<file path="src/design/lfsm_pkg.sv">
`timescale 1ns / 1ps
// ----------------------------------------------------------------------------
// lfsm_pkg
// Shared types, constants and helper functions of the latest-frame slot
// manager: beat layouts, slot entry, result record and slot-mask helpers.
// ----------------------------------------------------------------------------
package lfsm_pkg;

  // Table geometry
  localparam int unsigned MAX_SLOTS = 16;
  localparam int unsigned MIN_SLOTS = 2;
  localparam int unsigned IDX_W     = 4;   // slot index field
  localparam int unsigned CNT_W     = 5;   // slot count and ready count fields
  localparam int unsigned SEQ_W     = 64;
  localparam int unsigned WORD_W    = 32;
  localparam int unsigned GRP_W     = 4;   // bits per group in the mask helpers
  localparam int unsigned GROUPS    = MAX_SLOTS / GRP_W;

  // Port widths
  localparam int unsigned APB_AW      = 3;
  localparam int unsigned APB_DW      = 32;
  localparam int unsigned IN_TDATA_W  = 256;
  localparam int unsigned OUT_TDATA_W = 400;

  typedef logic [IDX_W-1:0] slot_idx_t;

  typedef enum logic [0:0] {
    OP_WRITE = 1'b0,
    OP_READ  = 1'b1
  } opcode_e;

  typedef enum logic [1:0] {
    ST_OK       = 2'd0,
    ST_OVERSIZE = 2'd1,
    ST_EMPTY    = 2'd2
  } status_e;

  typedef enum logic [0:0] {
    REG_SLOT_COUNT = 1'b0,
    REG_SLOT_SIZE  = 1'b1
  } reg_idx_e;

  // Frame metadata, last declared field in the lowest bits
  typedef struct packed {
    logic signed [WORD_W-1:0] transfer_code;
    logic [WORD_W-1:0]        color_matrix;
    logic signed [SEQ_W-1:0]  time_stamp;
    logic [WORD_W-1:0]        row_stride;
    logic [WORD_W-1:0]        frame_height;
    logic [WORD_W-1:0]        frame_width;
    logic [WORD_W-1:0]        byte_length;
  } meta_t;

  typedef struct packed {
    opcode_e op;
    meta_t   meta;
  } req_t;

  typedef struct packed {
    logic [CNT_W-1:0]  slot_count;
    logic [WORD_W-1:0] slot_size;
  } cfg_t;

  typedef struct packed {
    logic [SEQ_W-1:0] seq;
    meta_t            meta;
  } entry_t;

  typedef struct packed {
    logic      en;
    slot_idx_t addr;
    entry_t    data;
  } mem_wr_t;

  // Result fields, last declared field in the lowest bits
  typedef struct packed {
    meta_t            meta;
    logic [CNT_W-1:0] ready_slots;
    logic [SEQ_W-1:0] dropped_total;
    logic [SEQ_W-1:0] frame_sequence;
    slot_idx_t        slot_index;
  } result_t;

  typedef struct packed {
    logic    valid;
    status_e status;
    result_t data;
  } res_t;

  localparam int unsigned OUT_PAD_W = OUT_TDATA_W - $bits(result_t);

  // Last slot in use, with the count saturated into the legal range
  function automatic slot_idx_t active_last(input logic [CNT_W-1:0] cnt);
    slot_idx_t r;
    if (cnt < CNT_W'(MIN_SLOTS)) begin
      r = IDX_W'(MIN_SLOTS - 1);
    end else if (cnt > CNT_W'(MAX_SLOTS)) begin
      r = IDX_W'(MAX_SLOTS - 1);
    end else begin
      r = IDX_W'(cnt - 1'b1);
    end
    return r;
  endfunction

  // Count set bits, group by group
  function automatic logic [CNT_W-1:0] pop_count(input logic [MAX_SLOTS-1:0] v);
    logic [CNT_W-1:0] sum;
    logic [2:0]       part;
    sum = '0;
    for (int g = 0; g < GROUPS; g++) begin
      part = 3'(v[GRP_W*g]) + 3'(v[GRP_W*g+1]) + 3'(v[GRP_W*g+2]) + 3'(v[GRP_W*g+3]);
      sum  = sum + CNT_W'(part);
    end
    return sum;
  endfunction

  // Lowest set bit: pick the group first, then the bit within it
  function automatic slot_idx_t lowest_set(input logic [MAX_SLOTS-1:0] v);
    logic [1:0]       grp;
    logic [1:0]       pos;
    logic [GRP_W-1:0] part;
    grp = '0;
    for (int g = GROUPS - 1; g >= 0; g--) begin
      if (|v[GRP_W*g +: GRP_W]) grp = 2'(g);
    end
    part = v[{grp, 2'b00} +: GRP_W];
    pos  = '0;
    for (int b = GRP_W - 1; b >= 0; b--) begin
      if (part[b]) pos = 2'(b);
    end
    return {grp, pos};
  endfunction

endpackage

</file>
<file path="src/design/lfsm_seq.sv">
`timescale 1ns / 1ps
// ----------------------------------------------------------------------------
// lfsm_seq
// Operation sequencer: walks the slot table one entry a cycle through the
// memory read port and one shared 64-bit magnitude comparator, keeps the
// ready bits and the sequence and drop counters, and forms the result.
// ----------------------------------------------------------------------------
module lfsm_seq (
  input  logic                clk_i,
  input  logic                rst_ni,
  input  lfsm_pkg::cfg_t      cfg_i,
  input  logic                req_valid_i,
  output logic                req_ready_o,
  input  lfsm_pkg::req_t      req_i,
  output lfsm_pkg::res_t      res_o,
  input  logic                res_take_i,
  output lfsm_pkg::mem_wr_t   mem_wr_o,
  output lfsm_pkg::slot_idx_t mem_raddr_o,
  input  lfsm_pkg::entry_t    mem_rdata_i
);
  import lfsm_pkg::*;

  typedef enum logic [6:0] {
    S_IDLE   = 7'b0000001,
    S_CHECK  = 7'b0000010,
    S_SCAN   = 7'b0000100,
    S_DROP   = 7'b0001000,
    S_COMMIT = 7'b0010000,
    S_FETCH  = 7'b0100000,
    S_DONE   = 7'b1000000
  } state_e;

  state_e               state_q, state_d;
  req_t                 req_q;
  logic [MAX_SLOTS-1:0] ready_q, ready_d;
  logic [SEQ_W-1:0]     next_seq_q, next_seq_d;
  logic [SEQ_W-1:0]     drop_q, drop_d;
  logic [SEQ_W-1:0]     best_q, best_d;
  logic [SEQ_W-1:0]     res_seq_q, res_seq_d;
  logic                 found_q, found_d;
  slot_idx_t            sel_q, sel_d;
  status_e              status_q, status_d;
  slot_idx_t            rd_idx_q, rd_idx_d;
  logic                 issue_done_q, issue_done_d;
  logic                 cmp_vld_q, cmp_vld_d;
  slot_idx_t            cmp_idx_q, cmp_idx_d;

  slot_idx_t            last_idx;
  logic [MAX_SLOTS-1:0] act_mask;
  logic [MAX_SLOTS-1:0] ready_act;
  logic [MAX_SLOTS-1:0] free_act;
  logic                 start;
  logic                 scanning;
  logic                 issuing;
  logic                 scan_last;
  logic                 take;
  logic [SEQ_W-1:0]     cmp_a, cmp_b;
  logic                 cmp_lt;
  logic                 read_ok;

  // Slots in use
  assign last_idx = active_last(cfg_i.slot_count);
  always_comb begin
    for (int i = 0; i < MAX_SLOTS; i++) begin
      act_mask[i] = (IDX_W'(i) <= last_idx);
    end
  end
  assign ready_act = ready_q & act_mask;
  assign free_act  = ~ready_q & act_mask;

  assign req_ready_o = (state_q == S_IDLE);
  assign start       = req_valid_i && req_ready_o;
  assign scanning    = (state_q == S_SCAN) || (state_q == S_DROP);
  assign issuing     = scanning && !issue_done_q;
  assign scan_last   = cmp_vld_q && (cmp_idx_q == last_idx);

  // Shared comparator: length check, then slot sequence against the best so far
  always_comb begin
    cmp_a = mem_rdata_i.seq;
    cmp_b = best_q;
    if (state_q == S_CHECK) begin
      cmp_a = {{(SEQ_W-WORD_W){1'b0}}, cfg_i.slot_size};
      cmp_b = {{(SEQ_W-WORD_W){1'b0}}, req_q.meta.byte_length};
    end
  end
  assign cmp_lt = (cmp_a < cmp_b);

  // Sequencer
  always_comb begin
    state_d      = state_q;
    ready_d      = ready_q;
    next_seq_d   = next_seq_q;
    drop_d       = drop_q;
    best_d       = best_q;
    res_seq_d    = res_seq_q;
    found_d      = found_q;
    sel_d        = sel_q;
    status_d     = status_q;
    rd_idx_d     = rd_idx_q;
    issue_done_d = issue_done_q;
    cmp_vld_d    = issuing;
    cmp_idx_d    = rd_idx_q;
    take         = 1'b0;

    // Issue one slot read per cycle while scanning
    if (issuing) begin
      rd_idx_d = rd_idx_q + 1'b1;
      if (rd_idx_q == last_idx) issue_done_d = 1'b1;
    end

    case (state_q)
      S_IDLE: begin
        if (start) state_d = S_CHECK;
      end
      S_CHECK: begin
        found_d      = 1'b0;
        status_d     = ST_OK;
        rd_idx_d     = '0;
        issue_done_d = 1'b0;
        if (req_q.op == OP_WRITE) begin
          if (cmp_lt) begin
            status_d  = ST_OVERSIZE;
            res_seq_d = '0;
            state_d   = S_DONE;
          end else if (|free_act) begin
            sel_d   = lowest_set(free_act);
            state_d = S_COMMIT;
          end else begin
            state_d = S_SCAN;
          end
        end else begin
          if (ready_act == '0) begin
            status_d  = ST_EMPTY;
            res_seq_d = '0;
            state_d   = S_DONE;
          end else begin
            state_d = S_SCAN;
          end
        end
      end
      S_SCAN: begin
        // Oldest for a write (strict, lowest index wins), newest for a read
        if (cmp_vld_q && ready_q[cmp_idx_q]) begin
          take = !found_q || ((req_q.op == OP_WRITE) ? cmp_lt : !cmp_lt);
        end
        if (take) begin
          found_d = 1'b1;
          best_d  = mem_rdata_i.seq;
          sel_d   = cmp_idx_q;
        end
        if (scan_last) begin
          rd_idx_d     = '0;
          issue_done_d = 1'b0;
          if (req_q.op == OP_WRITE) begin
            drop_d  = drop_q + 1'b1;
            state_d = S_COMMIT;
          end else begin
            state_d = S_DROP;
          end
        end
      end
      S_DROP: begin
        // Free every older ready slot, one drop each
        if (cmp_vld_q && ready_q[cmp_idx_q] && (cmp_idx_q != sel_q) && cmp_lt) begin
          ready_d[cmp_idx_q] = 1'b0;
          drop_d             = drop_q + 1'b1;
        end
        if (scan_last) begin
          ready_d[sel_q] = 1'b0;
          res_seq_d      = best_q;
          state_d        = S_FETCH;
        end
      end
      S_COMMIT: begin
        next_seq_d     = next_seq_q + 1'b1;
        res_seq_d      = next_seq_q + 1'b1;
        ready_d[sel_q] = 1'b1;
        state_d        = S_DONE;
      end
      S_FETCH: begin
        state_d = S_DONE;
      end
      S_DONE: begin
        if (res_take_i) state_d = S_IDLE;
      end
      default: begin
        state_d = S_IDLE;
      end
    endcase
  end

  // Control state
  always_ff @(posedge clk_i or negedge rst_ni) begin
    if (!rst_ni) begin
      state_q      <= S_IDLE;
      ready_q      <= '0;
      next_seq_q   <= '0;
      drop_q       <= '0;
      found_q      <= 1'b0;
      issue_done_q <= 1'b0;
      cmp_vld_q    <= 1'b0;
      rd_idx_q     <= '0;
    end else begin
      state_q      <= state_d;
      ready_q      <= ready_d;
      next_seq_q   <= next_seq_d;
      drop_q       <= drop_d;
      found_q      <= found_d;
      issue_done_q <= issue_done_d;
      cmp_vld_q    <= cmp_vld_d;
      rd_idx_q     <= rd_idx_d;
    end
  end

  // Working values
  always_ff @(posedge clk_i) begin
    if (start) req_q <= req_i;
    best_q    <= best_d;
    res_seq_q <= res_seq_d;
    sel_q     <= sel_d;
    status_q  <= status_d;
    cmp_idx_q <= cmp_idx_d;
  end

  // Memory ports
  assign mem_raddr_o        = scanning ? rd_idx_q : sel_q;
  assign mem_wr_o.en        = (state_q == S_COMMIT);
  assign mem_wr_o.addr      = sel_q;
  assign mem_wr_o.data.seq  = next_seq_q + 1'b1;
  assign mem_wr_o.data.meta = req_q.meta;

  // Result record
  assign read_ok = (req_q.op == OP_READ) && (status_q == ST_OK);
  always_comb begin
    res_o.valid               = (state_q == S_DONE);
    res_o.status              = status_q;
    res_o.data.slot_index     = (status_q == ST_OK) ? sel_q : '0;
    res_o.data.frame_sequence = res_seq_q;
    res_o.data.dropped_total  = drop_q;
    res_o.data.ready_slots    = pop_count(ready_act);
    res_o.data.meta           = read_ok ? mem_rdata_i.meta : '0;
  end

  // Checks
  a_scan_in_range: assert property (@(posedge clk_i) disable iff (!rst_ni)
    issuing |-> (rd_idx_q <= last_idx))
    else $error("slot scan ran past the last slot in use");

  a_commit_sets_ready: assert property (@(posedge clk_i) disable iff (!rst_ni)
    (state_q == S_COMMIT) |=> ready_q[$past(sel_q)])
    else $error("written slot not marked ready");

  a_read_frees_slot: assert property (@(posedge clk_i) disable iff (!rst_ni)
    (state_q == S_DONE && read_ok) |-> !ready_q[sel_q])
    else $error("slot returned by a read is still ready");

  a_drop_single_step: assert property (@(posedge clk_i) disable iff (!rst_ni)
    (drop_q == $past(drop_q)) || (drop_q == $past(drop_q) + 64'd1))
    else $error("drop counter moved by more than one");

endmodule

</file>
<file path="config.mk">
export PLATFORM = sky130hd
export DESIGN_NAME = lfsm_seq
export DESIGN_NICKNAME = d
export VERILOG_FILES = /design/src/design/lfsm_pkg.sv /design/src/design/lfsm_seq.sv
export SDC_FILE = /design/constraint.sdc
export NUM_CORES = 1
export LEC_CHECK = 0
export BUFFER_PORTS_ARGS = -buffer_cell sky130_fd_sc_hd__buf_2
export CAP_MARGIN = 5
export CORE_AREA = 2 2 516 518
export CTS_BUF_LIST = sky130_fd_sc_hd__clkbuf_16
export CTS_CLUSTER_SIZE = 10
export DETAILED_ROUTE_END_ITERATION = 8
export DIE_AREA = 0 0 518 520
export PLACE_DENSITY = 0.3
export SETUP_SLACK_MARGIN = 0.1
export SLEW_MARGIN = 5
export SYNTH_ARGS = -nofsm -noshare
export SYNTH_HDL_FRONTEND = slang
export SYNTH_SLANG_ARGS = --single-unit
</file>
<file path="constraint.sdc">
create_clock -name clk_i -period 20.2 [get_ports clk_i]
set_input_delay 6.06 -clock clk_i [delete_from_list [all_inputs] [get_ports clk_i]]
set_output_delay 6.06 -clock clk_i [all_outputs]
set_load 0.02 [all_outputs]
</file>
Yosys cells after proc, flatten, opt, wreduce, memory -nomap -nowiden:

Cells that the tools add are included.

* add/sub/neg operators: 19
* magnitude comparators: 23
* equality and inequality tests: 22
* shift-type cells: 1
* mux-type cells: 68
* bitwise gates (word level): 8
* reductions and logical operators: 32

Operator list (count)
* 2-to-1 mux 64 bit: 9
* 2-to-1 mux 256 bit: 1
* one-hot mux 64 bit (3 select lines): 1
* adder 64 x 1 -> 64 bit (second input constant): 2
* one-hot mux 64 bit (2 select lines): 1
* bitwise AND 16 bit: 4
* less-than comparator 64 bit: 1
* 2-to-1 mux 7 bit: 7
* 2-to-1 mux 16 bit: 3
* NOT 16 bit: 3
* one-hot mux 7 bit (6 select lines): 1
* 2-to-1 mux 4 bit: 10
* less-or-equal comparator 4 bit (first input constant): 8
* one-hot mux 16 bit (2 select lines): 1
* 2-to-1 mux 2 bit: 14
* less-or-equal comparator 3 x 4 -> 1 bit (first input constant): 4
* logical NOT 16 bit: 1
* OR 16 bit: 1
* one-hot mux 4 bit (2 select lines): 2
* OR reduction 16 bit: 1
* OR reduction 4 bit: 4
* indexed part select 16 x 5 -> 4 bit: 1
* adder 2 x 1 -> 3 bit: 4
* adder 3 x 1 -> 3 bit: 4
* other kinds (40): 85

* bits in registers: 553
* output and inout port bits: 726

Longest topological paths before layout:

* depth in word-level cells: 23
* gate-level depth with buffers: 19
* gate-level depth less buffers: 18

Least setup slack after synthesis:

OpenSTA, ideal clock, no wires.

* path kind: input to output
* start point: in cfg_i[32] (netlist bit)
* end point: out res_o[134] (netlist bit)
* data arrival time: 10.513 ns
* setup slack: 3.627 ns
* stages on the path: 17
* path through: buf_6 > inv_1 > ha_1 > xor2_1 > a21oi_1 > or2_2 > a21boi_0 > fa_1 > inv_1 > fa_1 > fa_1 > inv_1 > fa_1 > ha_1 > inv_1 > fa_1 > xnor2_1

RTL lines
* from (decl): RTL line lfsm_seq.sv:11 `input lfsm_pkg::cfg_t cfg_i,`
* to (decl): RTL line lfsm_seq.sv:15 `output lfsm_pkg::res_t res_o,`

==> flow_summary_export.csv <==
group,metric,value,unit
worst_setup_path,cp_max_fo,10,
power_and_ir_drop,power.density,108,nW/um^2
die,io_pins,1344,
sta,period_needed,17.40,ns
global_route,antenna_found_initial,225,
finish,nets,4291,
sta,tns,0,ns
global_route,grt_pass1_wl,284000,microns
finish,final_util,0.154,
logic_synthesis,synthArstFlopShare,0.286,
sta,setup_viol,0,
sta,rsz0062_at_grt,"false",
clock_network,cts_tree,"built",
clock_network,clock-sinks,553,
job,maxCapViolCount,0,
routing,wl,228000,microns
sta,final_max_slew_viol_count,0,
die,coreArea,264000,sq um
logic_synthesis,synth.distinct_cells,78,
clock_network,cts_resized,0,
finish,n_fill_cell,30071,
sta,worst_pin_slew,1.23,ns
logic_synthesis,yosysWarnings,0,
die,die_x,518,microns
worst_setup_path,cp.arrival,11.34,ns
routing,via_count,25490,
sta,hold_viol,0,
logic_synthesis,synth.largest_area_cell,"edfxtp_1",
routing,detail_route.wl_per_cell,31.2,microns
clock_network,clkTransAtPathRegs,0.06,ns
die,fp.dieArea,269000,sq um
global_route,grt_pass1_vias,25005,
worst_setup_path,crit_type,"input port to primary output",
worst_setup_path,crit_required,14.14,ns
routing,drtPass1Iterations,5,
routing,drtIter0Drc,1784,
logic_synthesis,synth_top_area_frac,0.407,
clock_network,cts-buffers-inserted,83,
logic_synthesis,ys_top_cells_by_area,"edfxtp_1, dfrtp_1, buf_4, and3_1, xor2_1",
routing,ant_nets,0,
status,status,"completed",
die,fp.dieH,520,microns
logic_synthesis,synth.top_cells.by_count,"edfxtp_1, and3_1, buf_4, nand2_1, dfrtp_1",
place,portBuffers,1343,
logic_synthesis,ys.flop_type,"edfxtp_1",
clock_network,cts_setup_buffers,0,
die,start_util,0.109,
place,gp_congestion,0.964,
place,hpwl,194000,microns
clock_network,cts_max_path_buffers,3,
logic_synthesis,synth-edff-count,391,
finish,syn_to_final_growth,41.0,%
logic_synthesis,ys_ff_latch,553,
sta,clock.fmax,57.5,MHz
clock_network,clock_latency,0.72,ns
power_and_ir_drop,p_leak,0.0178,uW
finish,final_layout_size_suffix_gt1_frac,0.425,
worst_setup_path,worst_setup_path_start_kind,"input port",
logic_synthesis,synth.most_common_cell,"edfxtp_1",
logic_synthesis,syn_nets,3230,
logic_synthesis,postSynthCellCount,2528,
worst_setup_path,end_kind,"primary output",
logic_synthesis,netlist_area,28900,sq um
global_route,track_usage,0.162,
clock_network,cts_hold_buf,0,
routing,drc,0,
global_route,grt_max_degree,151,
global_route,overflow,0,
sta,finalClockSkew,0.0624,ns
clock_network,root_buffer,"clkbuf_16",
sta,max_slew_margin,0.177,
logic_synthesis,syn_area_per_cell,11.4,sq um
min_path,hold_path_class,"flop to flop",
die,core.rowCount,189,
sta,min_period_over_period,0.861,
logic_synthesis,seq_area_frac_synth,0.547,
routing,viasPerCell,3.49,
power_and_ir_drop,power,4390,uW
power_and_ir_drop,irDropWorstVdd,0.000161,V
clock_network,htree_levels,3,
-- per-layer routing --
metal  wire, microns  share of wire  vias up  track usage
met5              66        0.00029        -            0
met4            6700          0.029       12       0.0333
met3           20500          0.090      436       0.0572
met2          101000           0.44     1459        0.257
met1           99400           0.44    12475        0.211
li1                -              -    11108            -
-- registers in the layout (all words and copies together), names as in the netlist, 2 cells and up --
signal,count
status_q,2
sel_q,4
best_q,64
state_q,7
next_seq_q,64
cmp_idx_q,4
drop_q,64
ready_q,16
mem_wr_o,256
res_seq_q,64
cmp_idx_d,4
-- critical path: stages --
cell and delay (ns):
buf_2 0.20, inv_1 0.11, ha_1 0.29, xor2_1 0.34
a21oi_1 0.17, or2_2 0.33, a21boi_0 0.56, fa_1 0.53
inv_1 0.08, fa_1 0.44, fa_1 0.56, inv_1 0.06
fa_1 0.54, ha_1 0.18, inv_1 0.06, fa_1 0.40
nor2b_1 0.13, o21a_1 0.13, buf_2 0.17
-- where the power goes --
part / internal (uW) / total [uW] / switching [uW]
logic: 388 / 1440 / 1050
registers: 1450 / 1530 / 82.6
clock network: 803 / 1420 / 614
total: 2640 / 4390 / 1750
-- worst paths after layout --
path / slack [ns] / startpoint / to / cells past startpoint
setup / recovery: 2.80 / cfg_i[32] / res_o[136] / 19
hold / removal: 0.48 / drop_q[63] / drop_q[63] / 1
setup reg to reg: 11.44 / state_q[4] / res_seq_q[46] / 20
hold reg to reg: 0.48 / drop_q[63] / drop_q[63] / 1
max in group asynchronous: 13.47 / rst_ni / next_seq_q[35] / 2
min in group asynchronous: 5.35 / rst_ni / drop_q[8] / 1
-- cell families after synthesis --
family          synth area share
mux                       0.0166
compound gates            0.0580
xor+xnor                  0.0628
simple gates               0.184
fa+ha+maj                 0.0390
flops                      0.547
buf+inv                   0.0926
-- final cells by class --
| cell class | count | area (sq um) | share of cell area |
|---|---|---|---|
| sequential | 553 | 15800 | 0.388 |
| inverter | 39 | 150 | 0.00369 |
| antenna | 120 | 300 | 0.00738 |
| clock inverter | 68 | 460 | 0.0113 |
| tap | 3533 | 4420 | 0.109 |
| multi-input combinational | 1536 | 10500 | 0.257 |
| timing repair buffer | 1376 | 7000 | 0.172 |
| clock buffer | 85 | 2130 | 0.0523 |
-- through the flow --
step	cells	setup slack [ns]	cell area (sq um)	hold slack, ns
2_1_floorplan	2528	3.63	28900	0.419
3_3_place_gp	7037	2.68	37800	0.460
3_5_place_dp	7037	2.79	37800	0.472
4_1_cts	7190	2.76	40400	0.485
5_1_grt	7214	2.53	40500	0.504
6_report	7310	2.80	40700	0.482
-- cell usage in the layout, fill, tap and decap left out, types with 39 or more instances in the layout --
cell type / instances
nand2_1: 241
nand3_1: 74
a21oi_1: 44
nor2_1: 113
inv_1: 62
clkbuf_16: 85
ha_1: 74
diode_2: 120
dfrtp_1: 157
xnor2_1: 83
and3_1: 282
xor2_1: 122
edfxtp_1: 391
buf_2: 1342
a22o_1: 63
o21ai_0: 39
and2_1: 46
No activity file was read; power rests on OpenSTA's default activity.
